$ cat src/design/utf8d_pkg.sv
// Shared types and byte constants for the UTF-8 to UTF-16 decoder.
package utf8d_pkg;

	localparam logic [7:0] BomByte0 = 8'hEF;
	localparam logic [7:0] BomByte1 = 8'hBB;
	localparam logic [7:0] BomByte2 = 8'hBF;

	// Continuation counts held between bytes.
	localparam logic [1:0] RemNone = 2'd0;
	localparam logic [1:0] RemOne  = 2'd1;
	localparam logic [1:0] RemTwo  = 2'd2;

	typedef struct packed {
		logic [7:0] data_byte;
		logic       last_byte;
	} in_item_t;

	typedef struct packed {
		logic [15:0] code_unit;
		logic        no_character;
		logic        end_of_string;
	} out_item_t;

	typedef struct packed {
		logic      emit;
		out_item_t item;
	} dec_result_t;

endpackage

$ cat src/design/utf8d_stream_if.sv
// Valid/ready stream channel carrying one payload item per transfer.
interface utf8d_stream_if #(
	parameter type payload_t = logic
);
	logic     valid;
	logic     ready;
	payload_t payload;

	modport source (output valid, output payload, input ready);
	modport sink (input valid, input payload, output ready);
endinterface

$ cat src/design/utf8_to_utf16_decoder_top.sv
// A byte stages in the input register, its result in the result register. While the output
// takes results, one byte per cycle; a byte that decodes to nothing takes no output slot.
// The input register advances whenever its byte needs no result or the result register frees.
// Reset clears the pipeline valids and returns the decoder to the start of a string.
// Top level of the UTF-8 to UTF-16 decoder.
module utf8_to_utf16_decoder_top
	import utf8d_pkg::*;
(
	input  logic           clk,
	input  logic           arst_n,
	utf8d_stream_if.sink   utf8_bytes,
	utf8d_stream_if.source utf16_units
);

	logic        valid_s1;
	in_item_t    item_s1;
	dec_result_t result;
	logic        out_can_load;
	logic        advance;

	// The staged byte moves on when it yields nothing or the result register can take it.
	assign advance          = valid_s1 && (!result.emit || out_can_load);
	assign utf8_bytes.ready = !valid_s1 || advance;

	always_ff @(posedge clk or negedge arst_n) begin
		if (!arst_n) begin
			valid_s1 <= 1'b0;
		end else if (utf8_bytes.ready) begin
			valid_s1 <= utf8_bytes.valid;
		end
	end

	always_ff @(posedge clk) begin
		if (utf8_bytes.ready && utf8_bytes.valid) begin
			item_s1 <= utf8_bytes.payload;
		end
	end

	utf8d_decode u_decode (
		.clk     (clk),
		.arst_n  (arst_n),
		.consume (advance),
		.item    (item_s1),
		.result  (result)
	);

	utf8d_out_reg u_out_reg (
		.clk         (clk),
		.arst_n      (arst_n),
		.load        (advance && result.emit),
		.item        (result.item),
		.can_load    (out_can_load),
		.utf16_units (utf16_units)
	);

endmodule

$ cat src/design/utf8d_decode.sv
// Decoder state and the per-byte decode logic.
module utf8d_decode
	import utf8d_pkg::*;
(
	input  logic        clk,
	input  logic        arst_n,
	input  logic        consume,
	input  in_item_t    item,
	output dec_result_t result
);

	logic [1:0]  rem_q;
	logic [15:0] partial_q;
	logic        start_q;
	logic        mark_q;

	logic [1:0]  rem_d;
	logic [15:0] partial_d;
	logic        start_d;
	logic        mark_d;
	logic        have;
	logic [15:0] code;
	logic [7:0]  b;

	assign b = item.data_byte;

	always_comb begin
		rem_d     = rem_q;
		partial_d = partial_q;
		mark_d    = mark_q;
		start_d   = 1'b0;
		have      = 1'b0;
		code      = 16'h0000;
		case (rem_q)
			RemNone: begin
				if (!b[7]) begin
					code = {8'h00, b};
					have = 1'b1;
				end else if (b[7:5] == 3'b110) begin
					partial_d = {5'b00000, b[4:0], 6'b000000};
					rem_d     = RemOne;
					mark_d    = 1'b0;
				end else if (b[7:5] == 3'b111) begin
					partial_d = {b[3:0], 12'h000};
					rem_d     = RemTwo;
					mark_d    = start_q && (b == BomByte0);
				end
				// A stray continuation byte leaves the state alone.
			end
			RemTwo: begin
				partial_d = partial_q | {4'h0, b[5:0], 6'b000000};
				mark_d    = mark_q && (b == BomByte1);
				rem_d     = RemOne;
			end
			default: begin
				code      = partial_q | {10'b0000000000, b[5:0]};
				have      = !(mark_q && (b == BomByte2));
				rem_d     = RemNone;
				partial_d = 16'h0000;
				mark_d    = 1'b0;
			end
		endcase

		// The last byte of a string always reports and drops anything unfinished.
		if (item.last_byte) begin
			rem_d     = RemNone;
			partial_d = 16'h0000;
			start_d   = 1'b1;
			mark_d    = 1'b0;
		end

		result.emit               = have || item.last_byte;
		result.item.code_unit     = have ? code : 16'h0000;
		result.item.no_character  = !have;
		result.item.end_of_string = item.last_byte;
	end

	always_ff @(posedge clk or negedge arst_n) begin
		if (!arst_n) begin
			rem_q     <= RemNone;
			partial_q <= 16'h0000;
			start_q   <= 1'b1;
			mark_q    <= 1'b0;
		end else if (consume) begin
			rem_q     <= rem_d;
			partial_q <= partial_d;
			start_q   <= start_d;
			mark_q    <= mark_d;
		end
	end

endmodule

$ cat src/design/utf8d_out_reg.sv
// Result register that drives the output channel.
module utf8d_out_reg
	import utf8d_pkg::*;
(
	input  logic                   clk,
	input  logic                   arst_n,
	input  logic                   load,
	input  out_item_t              item,
	output logic                   can_load,
	utf8d_stream_if.source         utf16_units
);

	logic      valid_q;
	out_item_t item_q;

	assign can_load            = !valid_q || utf16_units.ready;
	assign utf16_units.valid   = valid_q;
	assign utf16_units.payload = item_q;

	always_ff @(posedge clk or negedge arst_n) begin
		if (!arst_n) begin
			valid_q <= 1'b0;
		end else if (can_load) begin
			valid_q <= load;
		end
	end

	always_ff @(posedge clk) begin
		if (load && can_load) begin
			item_q <= item;
		end
	end

endmodule

$ cat src/flat_wrapper.sv
// flat-port wrapper written by rule: the top's interface ports become plain ports
module utf8_to_utf16_decoder_top_flat import utf8d_pkg::*;
  (clk, arst_n, utf8_bytes_valid, utf8_bytes_payload, utf8_bytes_ready, utf16_units_valid, utf16_units_payload, utf16_units_ready);
  utf8d_stream_if utf8_bytes_i ();
  utf8d_stream_if utf16_units_i ();
  input  logic clk;
  input  logic arst_n;
  input wire logic [$bits(utf8_bytes_i.valid)-1:0] utf8_bytes_valid;
  input wire logic [$bits(utf8_bytes_i.payload)-1:0] utf8_bytes_payload;
  output wire logic [$bits(utf8_bytes_i.ready)-1:0] utf8_bytes_ready;
  output wire logic [$bits(utf16_units_i.valid)-1:0] utf16_units_valid;
  output wire logic [$bits(utf16_units_i.payload)-1:0] utf16_units_payload;
  input wire logic [$bits(utf16_units_i.ready)-1:0] utf16_units_ready;
  assign utf8_bytes_i.valid = utf8_bytes_valid;
  assign utf8_bytes_i.payload = utf8_bytes_payload;
  assign utf8_bytes_ready = utf8_bytes_i.ready;
  assign utf16_units_valid = utf16_units_i.valid;
  assign utf16_units_payload = utf16_units_i.payload;
  assign utf16_units_i.ready = utf16_units_ready;
  utf8_to_utf16_decoder_top u_core (.clk(clk), .arst_n(arst_n), .utf8_bytes(utf8_bytes_i), .utf16_units(utf16_units_i));
endmodule
$ cat config.mk
export PLATFORM = sky130hd
export DESIGN_NAME = utf8_to_utf16_decoder_top_flat
export DESIGN_NICKNAME = d
export VERILOG_FILES = /design/src/design/utf8d_pkg.sv /design/src/design/utf8d_stream_if.sv /design/src/design/utf8_to_utf16_decoder_top.sv /design/src/design/utf8d_decode.sv /design/src/design/utf8d_out_reg.sv /design/src/flat_wrapper.sv
export SDC_FILE = /design/constraint.sdc
export NUM_CORES = 1
export LEC_CHECK = 0
export BUFFER_PORTS_ARGS = -buffer_cell sky130_fd_sc_hd__buf_2
export CORE_AREA = 2 2 39 41
export CTS_BUF_LIST = sky130_fd_sc_hd__clkbuf_4
export CTS_CLUSTER_SIZE = 25
export DETAILED_ROUTE_END_ITERATION = 12
export DIE_AREA = 0 0 41 43
export PLACE_DENSITY_LB_ADDON = 0.1
export SYNTH_ARGS = -nofsm -noshare
export SYNTH_HDL_FRONTEND = slang
export SYNTH_SLANG_ARGS = --single-unit
$ cat constraint.sdc
create_clock -name clk -period 1 [get_ports clk]
set_clock_uncertainty 0.05 [all_clocks]
set_input_delay 0.05 -clock clk [delete_from_list [all_inputs] [get_ports clk]]
set_output_delay 0.05 -clock clk [all_outputs]
set_load 0.03 [all_outputs]
After elaboration in Yosys (flattened, before gate mapping)
Index checks and enable logic that the tools add are counted.
{ "word_totals": {"ram_bits": 0, "mem_bits_ro": 0, "mem_count": 0, "in_bits": 5, "wordCells": 23, "latchBits": 0, "output_inout_bits": 3, "register_bits": 6} }
{ "op_classes": {"n_reduce_logical": 13, "order_cmp": 0, "n_addsub": 0, "muxes": 3, "n_bitwise": 0, "eq_ne": 2, "div_mod_pow": 0, "mul": 0, "shifts": 0} }
{ "op_table": {"columns": ["cell", "count"], "rows": [
  ["1-bit logical AND", 4],
  ["1-bit logical OR", 4],
  ["2-bit case mux with 2 select lines", 1],
  ["1-bit zero test", 3],
  ["2-bit equality test, second input constant", 1],
  ["2-bit zero test", 1],
  ["2-bit two-way mux", 1],
  ["2-bit by 1-bit != test with 1-bit output, second input constant", 1],
  ["2-bit AND reduction", 1],
  ["1-bit two-way mux", 1]
]} }

Depth between registers and ports, before layout
{ "logic_depth": {"depth_word": 8, "ltp_mapped": 2, "depth_no_buf": 2} }

Cells and area by module
A second synthesis with hierarchy kept.
{ "unflattened": {"hier_cells": 112, "hier_area_um2": 1057.3} }
{ "modules_own_cells": {"columns": ["mod", "n_inst", "cells_per_inst", "area_per_inst_um2"], "rows": [
  ["utf8d_decode", 1, 98, 860.8],
  ["utf8_to_utf16_decoder_top", 1, 9, 112.6],
  ["utf8d_out_reg", 1, 5, 83.8]
]} }

Least setup slack after synthesis
No wires, ideal clock.
{ "synth_path": {"kind": "register to register", "startpoint": "reg u_core.u_out_reg.valid_q, in the netlist u_core.u_out_reg.utf16_units.valid", "endpoint": "reg u_core.item_s1[0] in the netlist's numbering (enable)", "arrival_time_ps": 938, "period_less_slack_ps": 1226, "path_stages_with_launch": 3, "slack_ps": -226, "setup_ps": 239, "cell_sequence": "dfrtp_1 -> nand3b_4 -> and2_4"} }
{ "synth_via": {"elab_chain_cells": 6} }
{ "synth_lines": {"columns": ["item", "line_no", "rtl"], "rows": [
  ["start, declared", "utf8d_out_reg.sv:13", "logic valid_q;"],
  ["start signal, assigned", "utf8d_out_reg.sv:24", "valid_q <= load;"],
  ["1-bit zero test", "utf8d_out_reg.sv:16", "assign can_load = !valid_q || utf16_units.ready;"],
  ["1-bit logical OR", "utf8d_out_reg.sv:16", null],
  ["1-bit logical OR", "utf8_to_utf16_decoder_top.sv:22", "assign advance = valid_s1 && (!result.emit || out_can_load);"],
  ["1-bit logical AND", "utf8_to_utf16_decoder_top.sv:22", null],
  ["1-bit logical OR", "utf8_to_utf16_decoder_top.sv:23", "assign utf8_bytes.ready = !valid_s1 || advance;"],
  ["named net utf8_bytes_ready", "flat_wrapper.sv:10", "output wire logic [$bits(utf8_bytes_i.ready)-1:0] utf8_bytes_ready;"],
  ["1-bit logical AND", "utf8_to_utf16_decoder_top.sv:34", "if (utf8_bytes.ready && utf8_bytes.valid) begin"],
  ["end signal, assigned", "utf8_to_utf16_decoder_top.sv:35", "item_s1 <= utf8_bytes.payload;"],
  ["end, declared", "utf8_to_utf16_decoder_top.sv:16", "in_item_t item_s1;"]
]} }
The timed path passes the listed nets, and every way through them passes these cells.
A chain may end at the register's enable or synchronous reset.

Final worst setup path
{ "layout_path": {"startpoint": "reg u_core.u_out_reg.valid_q, in the netlist u_core.u_out_reg.utf16_units.valid", "endpoint": "out utf8_bytes_ready"} }
{ "layout_via": {"elab_chain_cells": 5} }
{ "layout_lines": {"columns": ["item", "line_no"], "rows": [
  ["1-bit zero test", "utf8d_out_reg.sv:16"],
  ["1-bit logical OR", "utf8d_out_reg.sv:16"],
  ["1-bit logical OR", "utf8_to_utf16_decoder_top.sv:22"],
  ["1-bit logical AND", "utf8_to_utf16_decoder_top.sv:22"],
  ["1-bit logical OR", "utf8_to_utf16_decoder_top.sv:23"],
  ["end, declared", "flat_wrapper.sv:10"]
]} }
Every way passes these cells.

==> out/results.ini <==
[clock_tree]
worstSkewPairLatency_ns=0.24
cts_inserted_buffers=3
clockBufferDepth=2
clk_root_buf=clkbuf_4
tritoncts_clock_tree=done
clock_tree.htree_level_count=1
clock-sinks=4
clkSlewWorstSetupHoldPaths_ns=0.04

[worst_setup_path]
worstSetupStartpointType=flop
critPathRequiredTime_ns=0.90
crit_chain=nand3b_4 > buf_6
worst-setup-path-type=reg -> out
endpoint_kind=primary output
arrival_ns=0.88
worst_path_fanout_max=3
critPathMaxStageDelay_ns=0.42
critical_path.top_delay_family=flip-flops
worst_path_max_delay_cell=dfrtp_2
cp.buffers_inverters=1

[die]
num_io_pins=8
core_area_um2=1380
fp.dieW_um=41
die-height_um=43
placementRows=14
floorplan.initialDensity=0.118
die_area_um2=1760

[pwr]
total_power_mw=0.525
power.density_cell_area_nw_per_um2=1830
irDropWorstVdd_mv=0.362
static-leakage-power_nw=0.127

[detailed_routing]
drt_wl_total_um=311
drt_iter0_drc=3
viasPerCell=3.05
wire_per_inst_um=7.78
via_count=122
drc=0
drt_pass1_iterations=2
route.antenna.remaining_nets=0

[timing]
worst_margin_pin_slew_ns=0.157
max_clock_freq_ghz=1.02
final_hold_viol_count=0
finalSetupViolCount=0
setup_repair_after_global_routing_missed_its_margin=yes
post-route-min-period_ns=0.978
finalCritPeriodShare=0.978
setup-tns-final_ns=0
final_max_slew_viol_count=0
setup_slack_ns=0.0221
slew_headroom=0.896

[global_routing]
grt_first_pass_wirelength_um=517
grt_pass1_vias=127
antenna_found_initial=0
grt-ovfl-total=0
grtUsageTotal=0.0544
pin_count_of_the_biggest_net_entering_global_routing=4

[synth]
yosys_warnings=0
synth.yosys.seq_area_share=0.672
syn-num-nets=15
syn_area_um2=164
synth_cells=10
synth.avg_cell_area_um2=16.4
yosysUniqueCellTypes=6
synth.ff_latch_count=4

[min_path]
min_path_type=in -> reg

[job]
drv.max_cap_violation_count=0

[layout]
final.fill_count=154
final_layout_size_suffix_gt1_frac=0.583
net_count_reported_at_finish=30
mostFrequentLayoutCell=buf_2
layout-area-overhead-vs-synth_pct=74.8
final_cell_mix=buf_2, clkbuf_4, nand2b_1, dlygate4sd3_1, edfxtp_1
antenna_cells_inserted=0

[placed_design]
place.port_buffers=7
routabilityCongestion=0.592
preCtsSetupSlack_ns=0.0144

[status]
run_status=completed

==> logic make-up after synthesis <==
group / synth area share
DFF: 0.672
and+or+nand+nor: 0.328
==> worst min-delay path: stages <==
cell and delay (ns):
buf_2 0.08, nand2b_1 0.11, nand2b_1 0.05
==> through the flow <==
step | utilization | area (um2) | hold WS (ns) | cells
after floorplan | - | 165 | -0.296 | 10
after global placement | 0.159 | 220 | -0.212 | 33
after detailed placement | 0.159 | 220 | -0.208 | 33
after CTS | 0.207 | 287 | 0.0492 | 40
after global routing | 0.207 | 287 | 0.0811 | 40
final | 0.207 | 287 | 0.0493 | 40
==> area by class of cell <==
| cell class | instances | area [um2] | area share |
|---|---|---|---|
| sequential | 4 | 111 | 0.389 |
| multi-input combinational | 6 | 53.8 | 0.188 |
| clock buffer | 4 | 30.0 | 0.105 |
| tap | 16 | 20.0 | 0.0699 |
| timing repair buffer | 10 | 71.3 | 0.249 |
==> where the power goes <==
part	switching (mW)	internal (mW)
clock network	0.0781	0.178
logic	0.0355	0.0376
registers	0.00798	0.188
total	0.122	0.403
==> cells in the mapped netlist <==
library cell / number / area [um2]
and2_4: 1 / 8.76
and2_1: 1 / 6.26
nand3b_4: 1 / 20.0
dfrtp_1: 2 / 50.1
edfxtp_1: 2 / 60.1
nand2b_1: 3 / 18.8
==> layer usage <==
metal / up-vias / global-route usage / part of all wire
li1: 60 / - / -
met1: 57 / 0.0554 / 0.40
met2: 5 / 0.0500 / 0.47
met3: 0 / 0.0471 / 0.13
met4: 0 / 0.0800 / 0
met5: - / 0 / 0
==> final timing paths <==
kind	from	endpoint	slack [ns]	cells past startpoint
hold reg to reg	u_core.item_s1[0]	u_core.u_out_reg.utf16_units.payload	0.37	0
hold / removal	utf16_units_ready	u_core.u_out_reg.utf16_units.valid	0.05	3
max in group asynchronous	arst_n	u_core.u_out_reg.utf16_units.valid	0.71	2
setup / recovery	u_core.u_out_reg.utf16_units.valid	utf8_bytes_ready	0.02	2
setup reg to reg	u_core.u_out_reg.utf16_units.valid	u_core.item_s1[0]	0.02	2
min in group asynchronous	arst_n	u_core.u_out_reg.utf16_units.valid	0.08	2
==> state kept, by name, indices dropped and copies added (netlist names) <==
register / count
u_core.valid_s1: 1
u_core.item_s1: 1
u_core.u_out_reg.utf16_units.payload: 1
u_core.u_out_reg.utf16_units.valid: 1
==> what timing repair did <==
item,in CTS,in global routing
setup buffers,0,0
cloned,0,0
hold buffers,3,0
gates resized for setup,2,0
setup endpoints to repair,1,3
hold endpoints to repair,4,0
Power figures use the tool's default switching activity.
